**src/rtl/core/nlp_pkg.sv**
```systemverilog
`default_nettype none

package nlp_pkg;

   localparam int VALUE_BITS  = 32;
   localparam int QUEUE_DEPTH = 2;
   localparam int QPTR_BITS   = $clog2(QUEUE_DEPTH);
   localparam int QCNT_BITS   = $clog2(QUEUE_DEPTH + 1);

   localparam logic [7:0] CHAR_COLON      = 8'h3A;
   localparam logic [7:0] CHAR_UNDERSCORE = 8'h5F;
   localparam logic [7:0] CHAR_DOLLAR     = 8'h24;
   localparam logic [7:0] CHAR_PERCENT    = 8'h25;
   localparam logic [7:0] CHAR_ZERO       = 8'h30;
   localparam logic [7:0] CHAR_ONE        = 8'h31;
   localparam logic [7:0] CHAR_NINE       = 8'h39;
   localparam logic [7:0] CHAR_LOWER_X    = 8'h78;
   localparam logic [7:0] CHAR_LOWER_B    = 8'h62;
   localparam logic [7:0] CHAR_LOWER_A    = 8'h61;
   localparam logic [7:0] CHAR_LOWER_F    = 8'h66;
   localparam logic [7:0] CHAR_UPPER_A    = 8'h41;
   localparam logic [7:0] CHAR_UPPER_F    = 8'h46;

   localparam logic [1:0] POS_FIRST  = 2'd0;
   localparam logic [1:0] POS_SECOND = 2'd1;
   localparam logic [1:0] POS_LATER  = 2'd2;

   typedef enum logic [1:0] {
      RADIX_DEC = 2'd0,
      RADIX_HEX = 2'd1,
      RADIX_BIN = 2'd2
   } radix_type;

   typedef enum logic [1:0] {
      OP_SKIP  = 2'd0,
      OP_DIGIT = 2'd1,
      OP_BAD   = 2'd2,
      OP_CLEAR = 2'd3
   } op_type;

   typedef struct packed {
      logic [7:0] character;
      logic       last_char;
   } req_type;

   typedef struct packed {
      logic [VALUE_BITS-1:0] value;
      logic                  valid_res;
   } rsp_type;

   typedef struct packed {
      op_type     op;
      radix_type  radix;
      logic [3:0] digit;
      logic       last;
   } op_entry_type;

endpackage

`default_nettype wire

```
**src/rtl/core/nlp_front.sv**
```systemverilog
`default_nettype none

module nlp_front (
   input  wire logic                 clock,
   input  wire logic                 reset,
   input  wire logic                 req_valid,
   output logic                      req_stall,
   input  wire nlp_pkg::req_type     req_item,
   input  wire logic                 queue_full,
   output logic                      push,
   output nlp_pkg::op_entry_type     push_entry
);

   logic [1:0]         pos_ff, pos_in;
   logic               pending_ff, pending_in;
   nlp_pkg::radix_type radix_ff, radix_in;
   logic [7:0]         c;
   logic               last;

   function automatic nlp_pkg::op_entry_type classify(input logic [7:0] ch,
                                                      input nlp_pkg::radix_type r);
      nlp_pkg::op_entry_type e;
      e.op    = nlp_pkg::OP_BAD;
      e.radix = r;
      e.digit = 4'd0;
      e.last  = 1'b0;
      if (ch == nlp_pkg::CHAR_COLON || ch == nlp_pkg::CHAR_UNDERSCORE) begin
         e.op = nlp_pkg::OP_SKIP;
      end else begin
         case (r)
            nlp_pkg::RADIX_HEX: begin
               if (ch inside {[nlp_pkg::CHAR_ZERO:nlp_pkg::CHAR_NINE]}) begin
                  e.op    = nlp_pkg::OP_DIGIT;
                  e.digit = ch[3:0];
               end else if (ch inside {[nlp_pkg::CHAR_LOWER_A:nlp_pkg::CHAR_LOWER_F],
                                       [nlp_pkg::CHAR_UPPER_A:nlp_pkg::CHAR_UPPER_F]}) begin
                  e.op    = nlp_pkg::OP_DIGIT;
                  e.digit = ch[3:0] + 4'd9;
               end
            end
            nlp_pkg::RADIX_BIN: begin
               if (ch == nlp_pkg::CHAR_ZERO || ch == nlp_pkg::CHAR_ONE) begin
                  e.op    = nlp_pkg::OP_DIGIT;
                  e.digit = ch[3:0];
               end
            end
            default: begin
               if (ch inside {[nlp_pkg::CHAR_ZERO:nlp_pkg::CHAR_NINE]}) begin
                  e.op    = nlp_pkg::OP_DIGIT;
                  e.digit = ch[3:0];
               end
            end
         endcase
      end
      return e;
   endfunction

   assign c         = req_item.character;
   assign last      = req_item.last_char;
   assign req_stall = queue_full;
   assign push      = req_valid && !queue_full;

   always_comb begin
      push_entry = classify(c, radix_ff);
      radix_in   = radix_ff;
      pending_in = 1'b0;
      if (pos_ff == nlp_pkg::POS_FIRST) begin
         if (!last && c == nlp_pkg::CHAR_DOLLAR) begin
            radix_in      = nlp_pkg::RADIX_HEX;
            push_entry.op = nlp_pkg::OP_SKIP;
         end else if (!last && c == nlp_pkg::CHAR_PERCENT) begin
            radix_in      = nlp_pkg::RADIX_BIN;
            push_entry.op = nlp_pkg::OP_SKIP;
         end else begin
            radix_in   = nlp_pkg::RADIX_DEC;
            pending_in = !last && c == nlp_pkg::CHAR_ZERO;
            push_entry = classify(c, nlp_pkg::RADIX_DEC);
         end
      end else if (pos_ff == nlp_pkg::POS_SECOND && pending_ff) begin
         if (!last && c == nlp_pkg::CHAR_LOWER_X) begin
            radix_in      = nlp_pkg::RADIX_HEX;
            push_entry.op = nlp_pkg::OP_CLEAR;
         end else if (!last && c == nlp_pkg::CHAR_LOWER_B) begin
            radix_in      = nlp_pkg::RADIX_BIN;
            push_entry.op = nlp_pkg::OP_CLEAR;
         end
      end
      push_entry.last = last;

      pos_in = (pos_ff == nlp_pkg::POS_LATER) ? nlp_pkg::POS_LATER : pos_ff + 2'd1;
      if (last) begin
         pos_in     = nlp_pkg::POS_FIRST;
         radix_in   = nlp_pkg::RADIX_DEC;
         pending_in = 1'b0;
      end
   end

   always_ff @(posedge clock) begin
      if (reset) begin
         pos_ff     <= nlp_pkg::POS_FIRST;
         pending_ff <= 1'b0;
         radix_ff   <= nlp_pkg::RADIX_DEC;
      end else if (push) begin
         pos_ff     <= pos_in;
         pending_ff <= pending_in;
         radix_ff   <= radix_in;
      end
   end

endmodule

`default_nettype wire

```
**src/rtl/core/nlp_queue.sv**
```systemverilog
`default_nettype none

module nlp_queue (
   input  wire logic                  clock,
   input  wire logic                  reset,
   input  wire logic                  push,
   input  wire nlp_pkg::op_entry_type push_entry,
   output logic                       full,
   output logic                       not_empty,
   input  wire logic                  pop,
   output nlp_pkg::op_entry_type      pop_entry
);

   nlp_pkg::op_entry_type             mem_ff [nlp_pkg::QUEUE_DEPTH];
   logic [nlp_pkg::QPTR_BITS-1:0]     wr_ff, rd_ff;
   logic [nlp_pkg::QCNT_BITS-1:0]     count_ff;

   assign full      = count_ff == nlp_pkg::QCNT_BITS'(nlp_pkg::QUEUE_DEPTH);
   assign not_empty = count_ff != '0;
   assign pop_entry = mem_ff[rd_ff];

   always_ff @(posedge clock) begin
      if (push) begin
         mem_ff[wr_ff] <= push_entry;
      end
   end

   always_ff @(posedge clock) begin
      if (reset) begin
         wr_ff    <= '0;
         rd_ff    <= '0;
         count_ff <= '0;
      end else begin
         if (push) begin
            wr_ff <= (wr_ff == nlp_pkg::QPTR_BITS'(nlp_pkg::QUEUE_DEPTH - 1)) ? '0 : wr_ff + 1'b1;
         end
         if (pop) begin
            rd_ff <= (rd_ff == nlp_pkg::QPTR_BITS'(nlp_pkg::QUEUE_DEPTH - 1)) ? '0 : rd_ff + 1'b1;
         end
         if (push && !pop) begin
            count_ff <= count_ff + 1'b1;
         end else if (pop && !push) begin
            count_ff <= count_ff - 1'b1;
         end
      end
   end

endmodule

`default_nettype wire

```
**src/rtl/core/nlp_back.sv**
```systemverilog
`default_nettype none

module nlp_back (
   input  wire logic                  clock,
   input  wire logic                  reset,
   input  wire logic                  entry_ready,
   input  wire nlp_pkg::op_entry_type entry,
   output logic                       pop,
   output logic                       rsp_valid,
   input  wire logic                  rsp_stall,
   output nlp_pkg::rsp_type           rsp_item
);

   logic [nlp_pkg::VALUE_BITS-1:0] acc_ff, acc_in, digit_ext;
   logic                           bad_ff, bad_in;
   logic                           rsp_valid_ff, rsp_valid_in;
   nlp_pkg::rsp_type               rsp_item_ff, rsp_item_in;

   assign pop       = entry_ready && (!rsp_valid_ff || !rsp_stall);
   assign digit_ext = nlp_pkg::VALUE_BITS'(entry.digit);

   always_comb begin
      acc_in = acc_ff;
      bad_in = bad_ff;
      case (entry.op)
         nlp_pkg::OP_DIGIT: begin
            case (entry.radix)
               nlp_pkg::RADIX_HEX: acc_in = {acc_ff[nlp_pkg::VALUE_BITS-5:0], 4'b0000} | digit_ext;
               nlp_pkg::RADIX_BIN: acc_in = {acc_ff[nlp_pkg::VALUE_BITS-2:0], entry.digit[0]};
               default:            acc_in = (acc_ff << 3) + (acc_ff << 1) + digit_ext;
            endcase
         end
         nlp_pkg::OP_CLEAR: acc_in = '0;
         nlp_pkg::OP_BAD:   bad_in = 1'b1;
         default:           acc_in = acc_ff;
      endcase
   end

   always_comb begin
      rsp_item_in.value     = bad_in ? '0 : acc_in;
      rsp_item_in.valid_res = !bad_in;
      if (pop && entry.last) begin
         rsp_valid_in = 1'b1;
      end else begin
         rsp_valid_in = rsp_valid_ff && rsp_stall;
      end
   end

   always_ff @(posedge clock) begin
      if (reset) begin
         acc_ff       <= '0;
         bad_ff       <= 1'b0;
         rsp_valid_ff <= 1'b0;
      end else begin
         rsp_valid_ff <= rsp_valid_in;
         if (pop) begin
            acc_ff <= entry.last ? '0 : acc_in;
            bad_ff <= entry.last ? 1'b0 : bad_in;
         end
      end
   end

   always_ff @(posedge clock) begin
      if (pop && entry.last) begin
         rsp_item_ff <= rsp_item_in;
      end
   end

   assign rsp_valid = rsp_valid_ff;
   assign rsp_item  = rsp_item_ff;

endmodule

`default_nettype wire

```
**src/rtl/core/numeric_literal_parser.sv**
```systemverilog
// Numeric literal parser: turns an ASCII number string into a 32-bit value.
// Input channel (req_): one character per item, req_item.last_char marks the
// end of the string. A leading "0x" or "$" means hex, "0b" or "%" binary,
// otherwise decimal; ':' and '_' are ignored, anything else marks the
// string bad. The value wraps modulo 2^32.
// Result channel (rsp_): one item per string, sent for its last character:
// value (zero when bad) and valid_res.
// Throughput: one character per cycle while rsp_stall holds no result; the
// shift-and-add in the back end is combinational.
// A last character is registered in the queue and then in the result
// register before its result shows on rsp_.
// A two-entry queue sits between the classifying front end and the
// accumulating back end; while rsp_stall holds a result the back end takes
// nothing, and req_stall rises once the queue holds two items. A held
// result does not change.
// Reset (synchronous, active high) clears the queue, the prefix tracking,
// the accumulator and any pending result; req_stall is low after reset.
`default_nettype none

module numeric_literal_parser (
   input  wire logic             clock,
   input  wire logic             reset,
   input  wire logic             req_valid,
   output logic                  req_stall,
   input  wire nlp_pkg::req_type req_item,
   output logic                  rsp_valid,
   input  wire logic             rsp_stall,
   output nlp_pkg::rsp_type      rsp_item
);

   logic                  queue_full;
   logic                  push;
   nlp_pkg::op_entry_type push_entry;
   logic                  queue_not_empty;
   logic                  pop;
   nlp_pkg::op_entry_type pop_entry;

   nlp_front u_front (
      .clock      (clock),
      .reset      (reset),
      .req_valid  (req_valid),
      .req_stall  (req_stall),
      .req_item   (req_item),
      .queue_full (queue_full),
      .push       (push),
      .push_entry (push_entry)
   );

   nlp_queue u_queue (
      .clock      (clock),
      .reset      (reset),
      .push       (push),
      .push_entry (push_entry),
      .full       (queue_full),
      .not_empty  (queue_not_empty),
      .pop        (pop),
      .pop_entry  (pop_entry)
   );

   nlp_back u_back (
      .clock       (clock),
      .reset       (reset),
      .entry_ready (queue_not_empty),
      .entry       (pop_entry),
      .pop         (pop),
      .rsp_valid   (rsp_valid),
      .rsp_stall   (rsp_stall),
      .rsp_item    (rsp_item)
   );

endmodule

`default_nettype wire

```
**config.mk**
```make
export PLATFORM = sky130hd
export DESIGN_NAME = numeric_literal_parser
export DESIGN_NICKNAME = d
export VERILOG_FILES = /design/src/rtl/core/nlp_pkg.sv /design/src/rtl/core/nlp_front.sv /design/src/rtl/core/nlp_queue.sv /design/src/rtl/core/nlp_back.sv /design/src/rtl/core/numeric_literal_parser.sv
export SDC_FILE = /design/constraint.sdc
export NUM_CORES = 1
export LEC_CHECK = 0
export ABC_AREA = 1
export BUFFER_PORTS_ARGS = -buffer_cell sky130_fd_sc_hd__clkbuf_2
export CAP_MARGIN = 20
export CORE_AREA = 2 2 130 132
export DETAILED_ROUTE_END_ITERATION = 12
export DIE_AREA = 0 0 132 134
export PLACE_DENSITY = 0.71
export SLEW_MARGIN = 20
export SYNTH_ARGS = -nofsm -noshare
export SYNTH_HDL_FRONTEND = slang
export SYNTH_HIERARCHICAL = 1
export SYNTH_SLANG_ARGS = --single-unit
```
**constraint.sdc**
```tcl
create_clock -name clock -period 4.5 [get_ports clock]
set_input_delay 0.9 -clock clock [delete_from_list [all_inputs] [get_ports clock]]
set_output_delay 0.9 -clock clock [all_outputs]
set_load 0.005 [all_outputs]
```
# Word level (Yosys, flattened, before mapping)
# Memory sizes are Yosys's and may differ from the RTL's. A register that Yosys moved wholly into a read port is not among the register bits.
# Index checks and enable logic that the tools add are counted.
totals:
  ff_bits: 76
  ram_bits: 18
  input_bits: 13
  output_inout_bits: 35
  elab_cells: 127
  mem_count: 1
mem_list:
  columns: ["memory", "depth", "width", "read_ports", "rd_ports_with_merged_regs", "write_ports", "line", "rtl"]
  rows:
  - ["u_queue.mem_ff", 2, 9, 1, 1, 1, "nlp_queue.sv:14", "nlp_pkg::op_entry_type mem_ff [nlp_pkg::QUEUE_DEPTH];"]
op_classes:
  addsub: 8
  magnitude_cmp: 6
  eq_ne: 18
  muxes: 50
  n_bitwise: 1
  n_reduce_logical: 32
ops:
  columns: ["operator", "n"]
  rows:
  - ["$pmux W32 S2", 2]
  - ["$mux W2", 23]
  - ["$eq A8 B6 Y1 const B", 5]
  - ["$add A32 B32 Y32", 1]
  - ["$add A32 B4 Y32", 1]
  - ["$mux W32", 1]
  - ["$or A32 B4 Y32", 1]
  - ["$eq A8 B7 Y1 const B", 3]
  - ["$mux W4", 6]
  - ["$mux W7", 3]
  - ["$ge A8 B7 Y1 const B", 2]
  - ["$le A8 B7 Y1 const B", 2]
  - ["$logic_and A1 B1 Y1", 15]
  - ["$mux W1", 13]
  - ["$eq A2 B2 Y1 const B", 6]
  - ["$eq A2 B1 Y1 const B", 4]
  - ["$ge A8 B6 Y1 const B", 1]
  - ["$le A8 B6 Y1 const B", 1]
  - ["$pmux W4 S2", 1]
  - ["$logic_not A1 Y1", 7]
  - ["$reduce_bool A2 Y1", 3]
  - ["$add A2 B1 Y2 const B", 2]
  - ["$add A4 B4 Y4 const B", 1]
  - ["$pmux W2 S2", 1]
  - ["other kinds (7)", 10]

# Longest topological paths before layout
logic_depth:
  word_depth: 11
  ltp_mapped: 20

# Hierarchy
# The synthesis kept the hierarchy.
modules_own_cells:
  columns: ["module", "n_inst", "cells_each", "area_per_inst_um2"]
  rows:
  - ["nlp_back", 1, 923, 6053.3]
  - ["nlp_front", 1, 176, 1022.2]
  - ["nlp_queue", 1, 61, 915.9]

# Worst setup path after synthesis
# Ideal clock, no wire load.
synth_timing:
  path_kind: "input-to-reg"
  start: "input port rsp_stall"
  end: "register u_back.rsp_item_ff (netlist bit u_back/rsp_item[0]) (enable)"
  setup_ns: 0.426
  arrival_time_ns: 2.577
  setup_slack_ns: 1.497
  path_stages: 3
  path_buffers: 0
  cell_sequence: "nand2_1 > nand2_1 > nor2_1"
synth_between:
  elab_chain_cells: 4
synth_lines:
  columns: ["item", "line", "rtl"]
  rows:
  - ["from (decl)", "numeric_literal_parser.sv:27", "input wire logic rsp_stall,"]
  - ["$logic_not A1 Y1", "nlp_back.sv:19", "assign pop = entry_ready && (!rsp_valid_ff || !rsp_stall);"]
  - ["$logic_or A1 B1 Y1", "nlp_back.sv:19", null]
  - ["$logic_and A1 B1 Y1", "nlp_back.sv:19", null]
  - ["$logic_and A1 B1 Y1", "nlp_back.sv:64", "if (pop && entry.last) begin"]
  - ["to (signal assigned)", "nlp_back.sv:65", "rsp_item_ff <= rsp_item_in;"]
  - ["to (decl)", "nlp_back.sv:17", "nlp_pkg::rsp_type rsp_item_ff, rsp_item_in;"]
# No other way between the ends.
# A chain may end at the register's enable or synchronous reset.

==> impl_results.md <==
- Outcome: complete, no violations
- Sequential fraction of the synthesis area: between 30% and 40%
- GRT overflow: 0
- Clk_lat worst skew: around 0.35 ns
- Clk sinks: 95
- Die Y: ~130 um
- NumNets Final: 1274
- Setup TNS: 0 ns
- Setup Skew: 0.0122 ns
- 1st-iter DRT viols: approximately 670
- CTS H-tree lvls: 3
- Crit-path max FO: 9
- Vias in the first global route: approximately 7000
- Number of enable flip-flop cells after synthesis: between 50 and 60
- Area grow syn2layout: 8.83%
- Via count: 7585
- I/O pin total: 48
- Sequential Power Share: roughly a third
- Worst path required time: between 4 and 5 ns
- Num rows: 47
- Die W: 132 um
- Syn nets: approximately 1200
- Rel. slew slack: between 20% and 30%
- Resized Gates After CTS: 0
- Clock period minus worst slack: roughly 3.3 ns
- Drt pass-1 iters: 5
- Largest net degree at the start of global routing: 44
- Internal: 2.09 mW
- Switch share: 43.1%
- # DRC: 0
- Clk network pwr share: between 20% and 30%
- Commonest non-fill, non-tap cell in the layout: nand2_1
- PwrDens: 423 nW/um^2
- Number of distinct library cells after synthesis: 46
- Slowest stage cell, crit path: dfxtp_1
- Post-CTS setup buffers: 0
- Post-Syn Area: roughly 8000 um^2
- Synth Warn #: 6
- Total Routed Length: 21.1 mm
- Combinational power share: 45.3%
- First-pass GRT wire length: approximately 34 mm
- Achievable Freq: 299 MHz
- TritonCTS Buffers: 9
- CP peak stage delay: 0.68 ns
- Total GRT Usage: about a quarter
- Port Buffer Count: between 40 and 50
- Cts hold-fix bufs: 0
- CTS tree: done
- Crit-path cells: mux2_4 -> inv_1 -> fa_1 -> inv_1 -> fa_1 -> nand3_1 -> nand3_2 -> nand3_1 -> nand3_2 -> nand2_1 -> nand2_1 -> nand2_1 -> nand3_1 -> nand3_1 -> nand2_1 -> nand2_1 -> a21oi_1
- Slew Limit Fails: 0
- Starting Density: about half
- Post-synth ARST share: 0%
- Tightest Hold Check Type: reg2reg
- Switch Pwr: between 1.5 and 2 mW
- Flops & latches, synth: 95
- Gate Count Post-Synth: 1160
- CP dominant cell by count: nand2_1
- Startpoint types: flip-flop
- Ant. Diodes: 0
- Avg Synthesized Cell Area: approximately 6.9 um^2
- Fillers: 1586
- WL/cell: between 10 and 15 um
- Routability congestion estimate: a little over 0.9
- Clk pin slew, worst setup/hold paths: about 0.070 ns
- Static Leak: around 4.4 nW
- Routed Antenna Nets: 0
- Die footprint: ~18000 um^2
- Maxcap violations: 0
- CP endpoint kind: flip-flop
- Worst slew pin tran: between 1 and 1.5 ns
- Setup violators final: 0
- Top_reg_cell synth: edfxtp_1
- Final period util: roughly three quarters
- Initial antenna violation count: 0
- Most frequent cells in the layout: 377 x nand2_1, 183 x inv_1, 82 x a21oi_1, 72 x nand3_1, 70 x ha_1
- Mean number of vias per cell: around 5.4
- Final HPWL DP: between 15 and 20 mm
- IR drop worst, VDD: ~390 uV
- Core Area: around 16000 um^2
- Root Buffer: clkbuf_16
- Unrepaired setup endpoints after global routing: false
- Final Hold Viols: 0
- Crit Path Class: reg2reg
- Worst-case clock buffer depth: 2
- Critical Path AT: roughly 3.5 ns
- Utilization after layout: about 53%
- Share of cells above drive strength 1: 11.1%
registers in the layout, summed over array words and instances, names as in the netlist, named ones only:
signal / count
u_back/acc_ff: 32
u_back/bad_ff: 1
u_back/rsp_item: 33
u_back/rsp_valid: 1
u_front/pending_ff: 1
u_front/pos_ff: 2
u_front/radix_ff: 2
u_queue/count_ff: 2
u_queue/mem_ff: 18
u_queue/rd_ff: 1
u_queue/wr_ff: 1
through the flow:
| step | total power [mW] | cell area, um^2 | hold slack, ns | instances | setup slack (ns) |
|---|---|---|---|---|---|
| 2_1_floorplan | 2.39 | 7990 | 0.439 | 1160 | 1.50 |
| 3_3_place_gp | 2.86 | 8390 | 0.456 | 1398 | 1.29 |
| 3_5_place_dp | 2.87 | 8390 | 0.461 | 1398 | 1.21 |
| 4_1_cts | 3.66 | 8700 | 0.471 | 1414 | 1.20 |
| 5_1_grt | 3.89 | 8700 | 0.485 | 1414 | 0.911 |
| 6_report | 3.67 | 8700 | 0.472 | 1414 | 1.16 |
Yosys cell counts (3+ instances only):
cell,count,area (um^2)
a21oi_1,82,410
edfxtp_1,51,1530
inv_1,183,687
o21bai_1,4,30.0
inv_2,5,18.8
nand2_2,7,43.8
nand4_1,11,68.8
nor3_1,3,15.0
xor2_1,9,78.8
nor2_1,72,270
ha_1,70,876
xnor2_1,6,52.6
o21ai_0,17,85.1
dfxtp_1,44,881
nor2_2,10,62.6
mux2_4,9,135
nand3_2,10,100
o211ai_1,9,67.6
a221o_1,9,90.1
nand2_1,377,1420
clkbuf_1,20,75.1
a21o_1,7,52.6
o21ai_1,6,30.0
clkinv_1,4,15.0
nand3_1,72,360
a21oi_2,5,43.8
o21a_1,4,30.0
o21ai_2,3,26.3
o22ai_1,5,31.3
buf_2,8,40.0
o221ai_1,13,114
final timing paths:
path / startpoint / end / slack (ns) / cells after the start
max: flip-flop / u_back/acc_ff[22] / 1.16 / 17
min: u_front/pos_ff[1] / u_front/pos_ff[1] / 0.47 / 2
max reg2reg: flip-flop / u_back/acc_ff[22] / 1.16 / 17
min reg2reg: u_front/pos_ff[1] / u_front/pos_ff[1] / 0.47 / 2
power groups by stage:
stage                     registers (mW)  logic, mW  clock network (mW)
after CTS                           1.22       1.64               0.795
final                               1.22       1.66               0.788
after global placement              1.24       1.62                   0
after global routing                1.24       1.83               0.827
after floorplan                     1.21       1.18                   0
after detailed placement            1.24       1.63                   0
layout make-up:
type                    count  area [um^2]  area share [%]
flip-flops and latches     95         2410            27.7
clock inverters             7         80.1           0.921
well taps                 220          275            3.17
inverters                 193          727            8.36
clock buffers               9          225            2.59
repair buffers             52          273            3.14
multi-input cells         838         4700            54.1
routing by layer:
| layer | wire length [um] | GRT usage (%) | share of wire, % |
|---|---|---|---|
| met1 | 9490 | 32.4 | 45 |
| met2 | 9840 | 39.7 | 47 |
| met3 | 1210 | 3.25 | 5.7 |
| met4 | 548 | 7.73 | 2.6 |
| met5 | 0 | 0 | 0 |
cell families after synthesis:
family / count (synthesis) / share of synthesized area (%)
adder cells (fa/ha/maj): 72 / 11.5
flip-flops: 95 / 30.2
XOR/XNOR: 15 / 1.64
AND/OR/NAND/NOR: 574 / 30.7
multiplexers: 9 / 1.69
AO/OA/AOI/OAI: 168 / 13.2
buffers and inverters: 227 / 11.1
critical path: cells and delay by family, from the launching register on:
kind                     cells  cell delay, ns
adder cells (fa/ha/maj)      2            1.01
AO/OA/AOI/OAI                1            0.05
buffers and inverters        2            0.13
multiplexers                 1            0.26
flip-flops                   1            0.68
AND/OR/NAND/NOR             11            1.02
No activity file was read; power rests on OpenSTA's default activity.
